$ cat src/hw/rtl/rgpg_pkg.sv
`timescale 1ns / 1ps
package rgpg_pkg;

  // Field widths are fixed by the register map and the sample format
  localparam int SAMPLE_BITS  = 16;
  localparam int PHASE_BITS   = 16;
  localparam int CFG_IDX_BITS = 3;

  // Shutter window and pulse train
  localparam int GUARD_GAP  = 50;
  localparam int PULSE_STEP = 10;
  localparam int PULSE_ON   = 7;

  // floor(x / 10) == (x * 52429) >> 19 for every 16-bit x
  localparam int RECIP_10    = 52429;
  localparam int RECIP_SHIFT = 19;
  localparam int RECIP_BITS  = PHASE_BITS + 17;
  localparam int QUOT10_BITS = 13;

  // Serial divider: one quotient bit per cycle over the full product
  localparam int PROD_BITS = 2 * SAMPLE_BITS;
  localparam int DIV_STEPS = PROD_BITS;
  localparam int CNT_BITS  = $clog2(DIV_STEPS);

  // Register indexes
  typedef enum logic [CFG_IDX_BITS-1:0] {
    REG_LOW_LEVEL  = 3'd0,
    REG_HIGH_LEVEL = 3'd1,
    REG_RISE_START = 3'd2,
    REG_PEAK_AT    = 3'd3,
    REG_PERIOD     = 3'd4
  } reg_idx_t;

  // Reset values of the registers
  localparam logic [15:0] RST_LOW_LEVEL  = 16'd3277;
  localparam logic [15:0] RST_HIGH_LEVEL = 16'd32767;
  localparam logic [15:0] RST_RISE_START = 16'd200;
  localparam logic [15:0] RST_PEAK_AT    = 16'd900;
  localparam logic [15:0] RST_PERIOD     = 16'd1000;

  typedef struct packed {
    logic signed [SAMPLE_BITS-1:0] low_level;
    logic signed [SAMPLE_BITS-1:0] high_level;
    logic [PHASE_BITS-1:0]         rise_start;
    logic [PHASE_BITS-1:0]         peak_at;
    logic [PHASE_BITS-1:0]         period;
  } cfg_t;

  // Sequencer commands to the datapath
  typedef struct packed {
    logic capture;
    logic setup;
    logic absolute;
    logic multiply;
    logic div_step;
    logic emit;
  } cmd_t;

  typedef enum logic [5:0] {
    ST_IDLE  = 6'b000001,
    ST_SETUP = 6'b000010,
    ST_ABS   = 6'b000100,
    ST_MUL   = 6'b001000,
    ST_DIV   = 6'b010000,
    ST_DONE  = 6'b100000
  } state_t;

endpackage

$ cat src/hw/rtl/rgpg_regs.sv
`timescale 1ns / 1ps
module rgpg_regs (
  input  logic                                clk,
  input  logic                                rst,
  input  logic                                cfg_valid,
  output logic                                cfg_ready,
  input  logic [rgpg_pkg::CFG_IDX_BITS-1:0]   cfg_index,
  input  logic [15:0]                         cfg_data,
  output rgpg_pkg::cfg_t                      cfg
);
  import rgpg_pkg::*;

  // writes are always taken
  assign cfg_ready = 1'b1;

  // register file, unused indexes ignored
  always_ff @(posedge clk) begin
    if (rst) begin
      cfg.low_level  <= RST_LOW_LEVEL;
      cfg.high_level <= RST_HIGH_LEVEL;
      cfg.rise_start <= RST_RISE_START;
      cfg.peak_at    <= RST_PEAK_AT;
      cfg.period     <= RST_PERIOD;
    end else if (cfg_valid) begin
      unique case (cfg_index)
        REG_LOW_LEVEL:  cfg.low_level  <= cfg_data;
        REG_HIGH_LEVEL: cfg.high_level <= cfg_data;
        REG_RISE_START: cfg.rise_start <= cfg_data;
        REG_PEAK_AT:    cfg.peak_at    <= cfg_data;
        REG_PERIOD:     cfg.period     <= cfg_data;
        default: ;
      endcase
    end
  end

endmodule

$ cat src/hw/rtl/rgpg_ctrl.sv
`timescale 1ns / 1ps
module rgpg_ctrl (
  input  logic           clk,
  input  logic           rst,
  input  logic           in_valid,
  output logic           in_ready,
  output logic           out_valid,
  input  logic           out_ready,
  output rgpg_pkg::cmd_t cmd
);
  import rgpg_pkg::*;

  state_t              state, state_next;
  logic [CNT_BITS-1:0] cnt;
  logic                slot_free;

  assign in_ready  = (state == ST_IDLE);
  assign slot_free = !out_valid || out_ready;

  // command decode
  always_comb begin
    cmd          = '0;
    cmd.capture  = (state == ST_IDLE) && in_valid;
    cmd.setup    = (state == ST_SETUP);
    cmd.absolute = (state == ST_ABS);
    cmd.multiply = (state == ST_MUL);
    cmd.div_step = (state == ST_DIV);
    cmd.emit     = (state == ST_DONE) && slot_free;
  end

  // next state
  always_comb begin
    state_next = state;
    unique case (state)
      ST_IDLE:  if (in_valid) state_next = ST_SETUP;
      ST_SETUP: state_next = ST_ABS;
      ST_ABS:   state_next = ST_MUL;
      ST_MUL:   state_next = ST_DIV;
      ST_DIV:   if (cnt == CNT_BITS'(DIV_STEPS - 1)) state_next = ST_DONE;
      ST_DONE:  if (slot_free) state_next = ST_IDLE;
      default:  state_next = ST_IDLE;
    endcase
  end

  always_ff @(posedge clk) begin
    if (rst) begin
      state     <= ST_IDLE;
      cnt       <= '0;
      out_valid <= 1'b0;
    end else begin
      state <= state_next;
      // divider step count
      if (cmd.multiply) cnt <= '0;
      else if (cmd.div_step) cnt <= cnt + 1'b1;
      // output slot
      if (cmd.emit) out_valid <= 1'b1;
      else if (out_ready) out_valid <= 1'b0;
    end
  end

endmodule

$ cat src/hw/rtl/rgpg_dp.sv
`timescale 1ns / 1ps
module rgpg_dp (
  input  logic                                clk,
  input  logic                                rst,
  input  rgpg_pkg::cfg_t                      cfg,
  input  rgpg_pkg::cmd_t                      cmd,
  input  logic                                restart,
  output logic signed [rgpg_pkg::SAMPLE_BITS-1:0] level,
  output logic                                shutter_on,
  output logic [rgpg_pkg::PHASE_BITS-1:0]     phase_index
);
  import rgpg_pkg::*;

  localparam int DB = SAMPLE_BITS + 1;

  logic [PHASE_BITS-1:0]         phase_count;
  logic [PHASE_BITS-1:0]         ph;
  logic [PHASE_BITS-1:0]         phase_sel;
  logic [PHASE_BITS:0]           ph_inc;
  logic signed [DB-1:0]          diff;
  logic signed [SAMPLE_BITS-1:0] base;
  logic [PHASE_BITS-1:0]         off;
  logic [PHASE_BITS-1:0]         len;
  logic                          win;
  logic [PHASE_BITS-1:0]         xm;
  logic                          neg;
  logic [SAMPLE_BITS-1:0]        mag;
  logic [RECIP_BITS-1:0]         recip;
  logic [QUOT10_BITS-1:0]        quot10;
  logic [PHASE_BITS-1:0]         rem10;
  logic                          shut;
  logic [PROD_BITS-1:0]          dq;
  logic [PHASE_BITS-1:0]         rem;
  logic [PHASE_BITS:0]           rem_sh;
  logic [DB-1:0]                 qs;
  logic [DB-1:0]                 sum;

  assign phase_sel = restart ? '0 : phase_count;
  assign ph_inc    = {1'b0, ph} + 1'b1;
  assign quot10    = recip[RECIP_SHIFT +: QUOT10_BITS];
  assign rem10     = xm - PHASE_BITS'(quot10 * PULSE_STEP);
  assign rem_sh    = {rem, dq[PROD_BITS-1]};
  assign qs        = {1'b0, dq[SAMPLE_BITS-1:0]};
  assign sum       = {base[SAMPLE_BITS-1], base} + (neg ? -qs : qs);

  // phase counter
  always_ff @(posedge clk) begin
    if (rst) begin
      phase_count <= '0;
    end else if (cmd.setup) begin
      phase_count <= (ph_inc >= {1'b0, cfg.period}) ? '0 : ph_inc[PHASE_BITS-1:0];
    end
  end

  // sample phase, out-of-range phase falls back to zero
  always_ff @(posedge clk) begin
    if (cmd.capture) ph <= (phase_sel >= cfg.period) ? '0 : phase_sel;
  end

  // segment select: operands of the ramp and the shutter window
  always_ff @(posedge clk) begin
    if (cmd.setup) begin
      if (ph < cfg.rise_start) begin
        diff <= '0;
        base <= cfg.low_level;
        off  <= '0;
        len  <= PHASE_BITS'(1);
      end else if (ph < cfg.peak_at) begin
        diff <= {cfg.high_level[SAMPLE_BITS-1], cfg.high_level}
              - {cfg.low_level[SAMPLE_BITS-1], cfg.low_level};
        base <= cfg.low_level;
        off  <= ph - cfg.rise_start;
        len  <= cfg.peak_at - cfg.rise_start;
      end else begin
        diff <= {cfg.low_level[SAMPLE_BITS-1], cfg.low_level}
              - {cfg.high_level[SAMPLE_BITS-1], cfg.high_level};
        base <= cfg.high_level;
        off  <= ph - cfg.peak_at;
        len  <= cfg.period - cfg.peak_at;
      end
      win <= ({1'b0, ph} >= ({1'b0, cfg.rise_start} + (PHASE_BITS+1)'(GUARD_GAP)))
          && (({1'b0, ph} + (PHASE_BITS+1)'(GUARD_GAP)) < {1'b0, cfg.peak_at});
      xm  <= ph - PHASE_BITS'(GUARD_GAP);
    end
  end

  // sign and magnitude of the level step; reciprocal product for mod 10
  always_ff @(posedge clk) begin
    if (cmd.absolute) begin
      neg   <= diff[DB-1];
      mag   <= diff[DB-1] ? SAMPLE_BITS'(-diff) : diff[SAMPLE_BITS-1:0];
      recip <= RECIP_BITS'(xm) * RECIP_BITS'(RECIP_10);
    end
  end

  // product into the divider, shutter decision
  always_ff @(posedge clk) begin
    if (cmd.multiply) begin
      shut <= win && (rem10 < PHASE_BITS'(PULSE_ON));
    end
  end

  // restoring divider, one quotient bit a cycle
  always_ff @(posedge clk) begin
    if (cmd.multiply) begin
      dq  <= PROD_BITS'(mag) * PROD_BITS'(off);
      rem <= '0;
    end else if (cmd.div_step) begin
      if (rem_sh >= {1'b0, len}) begin
        rem <= PHASE_BITS'(rem_sh - {1'b0, len});
        dq  <= {dq[PROD_BITS-2:0], 1'b1};
      end else begin
        rem <= rem_sh[PHASE_BITS-1:0];
        dq  <= {dq[PROD_BITS-2:0], 1'b0};
      end
    end
  end

  // output register
  always_ff @(posedge clk) begin
    if (cmd.emit) begin
      level       <= sum[SAMPLE_BITS-1:0];
      shutter_on  <= shut;
      phase_index <= ph;
    end
  end

endmodule

$ cat src/hw/rtl/ramp_and_gated_pulse_generator.sv
`timescale 1ns / 1ps
// From the accepting edge to out_valid a sample passes setup, sign, multiply,
// 32 divider steps and the output load; the 32-step serial divider is the bulk.
// One sample at a time; a new request is taken after the output load. A finished
// result waits in the output register and stalls only the final load.
// Reset (rst, synchronous, active high): phase zero, registers to defaults,
// no result pending, ready for a request in the next cycle.
module ramp_and_gated_pulse_generator (
  input  logic                                    clk,
  input  logic                                    rst,
  input  logic                                    in_valid,
  output logic                                    in_ready,
  input  logic                                    restart,
  output logic                                    out_valid,
  input  logic                                    out_ready,
  output logic signed [rgpg_pkg::SAMPLE_BITS-1:0] level,
  output logic                                    shutter_on,
  output logic [rgpg_pkg::PHASE_BITS-1:0]         phase_index,
  input  logic                                    cfg_valid,
  output logic                                    cfg_ready,
  input  logic [rgpg_pkg::CFG_IDX_BITS-1:0]       cfg_index,
  input  logic [15:0]                             cfg_data
);
  import rgpg_pkg::*;

  cfg_t cfg;
  cmd_t cmd;

  rgpg_regs u_regs (
    .clk       (clk),
    .rst       (rst),
    .cfg_valid (cfg_valid),
    .cfg_ready (cfg_ready),
    .cfg_index (cfg_index),
    .cfg_data  (cfg_data),
    .cfg       (cfg)
  );

  rgpg_ctrl u_ctrl (
    .clk       (clk),
    .rst       (rst),
    .in_valid  (in_valid),
    .in_ready  (in_ready),
    .out_valid (out_valid),
    .out_ready (out_ready),
    .cmd       (cmd)
  );

  rgpg_dp u_dp (
    .clk         (clk),
    .rst         (rst),
    .cfg         (cfg),
    .cmd         (cmd),
    .restart     (restart),
    .level       (level),
    .shutter_on  (shutter_on),
    .phase_index (phase_index)
  );

`ifndef NO_ASSERTIONS
  // one sample in flight: a new request is refused straight after one is taken
  a_one_in_flight: assert property (@(posedge clk) disable iff (rst)
    (in_valid && in_ready) |=> !in_ready)
    else $error("request taken while a sample is in progress");

  // a pending sample carries a phase inside the period
  a_phase_range: assert property (@(posedge clk) disable iff (rst)
    out_valid |-> (phase_index < cfg.period || phase_index == '0))
    else $error("phase outside the period");

  // the shutter only opens past the guard gap after the rise start
  a_shutter_window: assert property (@(posedge clk) disable iff (rst)
    (out_valid && shutter_on) |->
      ({1'b0, phase_index} >= ({1'b0, cfg.rise_start} + (PHASE_BITS+1)'(GUARD_GAP))))
    else $error("shutter open outside its window");
`endif

endmodule
$ cat config.mk
export PLATFORM = sky130hd
export DESIGN_NAME = ramp_and_gated_pulse_generator
export DESIGN_NICKNAME = d
export VERILOG_FILES = /design/src/hw/rtl/rgpg_pkg.sv /design/src/hw/rtl/rgpg_regs.sv /design/src/hw/rtl/rgpg_ctrl.sv /design/src/hw/rtl/rgpg_dp.sv /design/src/hw/rtl/ramp_and_gated_pulse_generator.sv
export SDC_FILE = /design/constraint.sdc
export NUM_CORES = 2
export LEC_CHECK = 0
export CAP_MARGIN = 30
export CORE_UTILIZATION = 45
export DETAILED_ROUTE_END_ITERATION = 8
export DONT_BUFFER_PORTS = 1
export PLACE_DENSITY = 0.6
export RECOVER_POWER = 50
export SLEW_MARGIN = 20
export SYNTH_ARGS = -nofsm -noshare
export SYNTH_HDL_FRONTEND = slang
export SYNTH_SLANG_ARGS = --single-unit
$ cat constraint.sdc
create_clock -name clk -period 8.65 [get_ports clk]
set_input_delay 1.2975 -clock clk [delete_from_list [all_inputs] [get_ports clk]]
set_output_delay 1.2975 -clock clk [all_outputs]
set_load 0.01 [all_outputs]
==> results.md <==
* Ratio of cells with drive above 1 in the final layout at about 2.9%
* Fin crit share at 78.3%
* Ys Warns at 0
* Clock slew at reported path FFs at 60 ps
* Final setup vio count at 0
* Non-Filler Instances at 4847
* Vias per Instance at 5.42
* Critical-path cell with the highest stage delay: edfxtp_1
* CP Launch Type: flip-flop
* Worst path arrival time at 7070 ps
* Max IR drop VDD at ~510 uV
* Clock Tree Buf Depth at 3
* CTS Root Cell: clkbuf_16
* Most used cell, CP: fa_1
* Worst-Margin Slew at 2720 ps
* Crit path depth at 21
* Worst r2r path cells at 21
* Final GP Congestion at 0.923
* WP buf/inv at 4
* Pwr dens at about 400 nW/um^2
* Final antenna diode count at 0
* Post-Syn Instances at just under 4000
* Slew HR at -81.3%
* # resized after CTS at 0
* Post-synth cell types at 87
* Netlist Area Pre-Place at 34600 sq um
* Vias at 26289
* Largest net degree at the start of global routing at 95
* Max-slew violation count at 118
* CP peak stage delay at 650 ps
* Fin area at 36900 sq um
* Asr flop ratio synth at 0%
* Antenna violations before repair at 3
* Maximum fanout along the worst path at 16
* TritonCTS clock tree: done
* Wl on met1 at 42800 um
* Outcome: complete, but fails checks
* Worst Clk Skew at 28.9 ps
* Worst path cell trace: and2_1, fa_1, inv_1, fa_1, fa_1, inv_1, fa_1, fa_1, inv_1, fa_1, inv_1, ha_1, and4_2, o21a_1, a21oi_1, o21ai_1, a22oi_1, a21oi_1, a311oi_1, xor2_1, o21ai_1
* Vias in the first global route at around 26000
* GRT overflow at 0
* Data required, critical path at 8940 ps
* Die width at between 200 and 300 um
* Number of remaining DRC errors at 0
* Met2 WL at 40200 um
* I/O Buffers at 0
* Final Worst Setup Slack at approximately 1900 ps
* Total Routing Usage GR at 23.7%
* Total CTS buffers at 39
* Clk sinks at 318
* Setup TNS at 0 ps
* # Post-CTS Setup Buffers at 0
* Finished Core Util at 48.5%
* Yosys reg bits at around 320
* Final ANT Viol Nets at 0
* Clk_lat worst skew at 570 ps
* Post-DR wirelength/cell at 18.8 um
* LEAKAGE at 16.7 nW
* Critical path type: reg2reg
* Core Area at 76100 sq um
* First-pass GRT wire length at 145000 um
* Ports at 61
* Synthesis-to-finish area growth at 6.55%
* First drt pass iteration count at 5
* Die Ht at 279 um
* Starting Density at approximately 46%
* Top_reg_cell synth: edfxtp_1
* Fin. Hold Viols at 0
* Failing checks: max-capacitance violations, max-slew violations
* Achievable frequency at 148 MHz
* Synth Area per Inst at 9.01 sq um
* Num rows at 101
* Top routing layer in use: met5
* Placed cell count at 4773
* WHS at 464 ps
* Final net count at 4561
* Iter 0 DRT Violations at about 1700
* HPWL after DPL at 72500 um
* Number of synthesized flops with an enable pin at just under 200
* Tmin final at between 6000 and 7000 ps
* Largest delay share family, worst path: adder cells
* Hold Path Depth at 2
* Die area at 78100 sq um
* Filler Cell Count at 7447
* Register area share after synthesis at between 20% and 30%
* DP Area at 35700 sq um
* Synth Net Count at 4618
* Hold Path Class: reg2reg
* RSZ-0062 raised after global routing: false
* H-tree depth at 2
* CTS hold repair buffers at 0
* Tot Pwr at 15.1 mW
* Dpl ws at 1880 ps
* Max Cap Viol at 3
* Met3 wire length at 4800 um
* Critical path capture point type: flip-flop
* Total Wirelength at around 91000 um
power by group:
| part | internal [mW] | switching [mW] |
|---|---|---|
| clock | 0.975 | 0.671 |
| combinational | 4.59 | 6.71 |
| sequential | 2.00 | 0.192 |
| total | 7.57 | 7.58 |
synthesized netlist by cell type (all sizes together) (18+ instances only):
cell    instances  area share (%)
buf            19            0.31
inv           536             5.8
fa            285              16
a211oi         23            0.50
a211o          30            0.76
o21a           32            0.69
nor3           57            0.82
nor2          175             1.9
nand3b         25            0.54
and3           27            0.49
nand2         472             5.1
mux2i          33            0.95
clkbuf        112             1.2
nand4          37            0.67
o211ai         45            0.98
edfxtp        194              17
nor2b          45            0.81
nand2b         27            0.49
ha            465              17
a31oi          22            0.48
a21o           64             1.4
or3            18            0.33
nand3          96             1.4
and2          130             2.4
xor2           78             2.0
a21oi         205             3.0
o21ai         169             2.5
dfxtp         124             7.2
xnor2         141             3.6
worst register-to-register path: stages, from the launching register on:
cell and delay, ps:
edfxtp_1 650, and2_1 300, fa_1 540, inv_1 60
fa_1 520, fa_1 530, inv_1 50, fa_1 460
fa_1 540, inv_1 50, fa_1 530, inv_1 50
ha_1 330, and4_2 280, o21a_1 120, a21oi_1 250
o21ai_1 170, a22oi_1 260, a21oi_1 200, a311oi_1 360
xor2_1 190, o21ai_1 70
layer usage:
| metal | vias up | global-route usage, % |
|---|---|---|
| met2 | 690 | 37.0 |
| met3 | 146 | 3.23 |
| met4 | 4 | 7.83 |
| met5 | - | 0 |
| li1 | 12845 | - |
| met1 | 12604 | 33.7 |
worst paths after layout:
| kind | startpoint | endpoint | slack [ps] |
|---|---|---|---|
| min reg2reg | u_regs.cfg[45] | u_regs.cfg[45] | 460 |
| max reg2reg | u_dp.off[6] | u_dp.dq[29] | 1880 |
| min | u_regs.cfg[45] | u_regs.cfg[45] | 460 |
| max | u_dp.off[6] | u_dp.dq[29] | 1880 |
logic make-up after synthesis:
family,after synthesis,share of synthesized area [%]
AOI/OAI and AO/OA,689,12.8
DFF,318,24.0
xor gates and xnor gates,219,5.54
and+or+nand+nor,1162,16.0
muxes,37,1.08
other,1,0.0108
buffers and inverters,667,7.34
adders and majority gates,750,33.3
registers in the layout, indices dropped and copies added, names as in the netlist, 5 cells and up:
register,cells
u_ctrl.state,6
u_dp.mag,16
u_dp.phase_count,16
u_dp.dq,32
u_dp.diff,17
u_regs.cfg,80
u_dp.off,16
u_dp.phase_index,16
u_dp.xm,16
u_dp.rem,16
u_ctrl.cnt,5
u_dp.recip,13
u_dp.level,16
u_dp.len,16
u_dp.base,16
u_dp.ph,16
final cells by class:
class	count	area [sq um]	share of cell area [%]
sequential	318	8310	22.5
tap	1030	1290	3.49
clock buffer	55	1130	3.06
clock inverter	17	153	0.414
multi-input combinational	2858	23800	64.5
timing repair buffer	33	208	0.563
inverter	536	2010	5.45
cell usage in the layout (no fill, tap or decap), drive strengths merged, types with 5 or more instances in the layout:
master / Yosys / final
nor2: 175 / 175
nand3: 96 / 96
o21a: 32 / 32
xor2: 78 / 78
o21bai: 16 / 16
edfxtp: 194 / 194
a2111oi: 6 / 6
a21boi: 9 / 9
o211ai: 45 / 45
nand4: 37 / 37
nand2: 472 / 472
a311oi: 5 / 5
mux2i: 33 / 33
a31oi: 22 / 22
a21o: 64 / 64
nand3b: 25 / 25
xnor2: 141 / 141
o31ai: 14 / 14
inv: 536 / 537
ha: 465 / 465
or3: 18 / 18
dfxtp: 124 / 124
nor3: 57 / 57
buf: 19 / 13
and3: 27 / 27
a211oi: 23 / 23
fa: 285 / 285
nor3b: 6 / 6
clkinv: 0 / 13
nand2b: 27 / 27
or2: 12 / 12
o2111ai: 7 / 7
clkbuf: 112 / 75
and2: 130 / 130
or4: 8 / 8
o21ai: 169 / 169
nor2b: 45 / 45
a21oi: 205 / 205
a211o: 30 / 30
nor4: 13 / 13
Note: power is estimated with default switching activity, not from simulation.
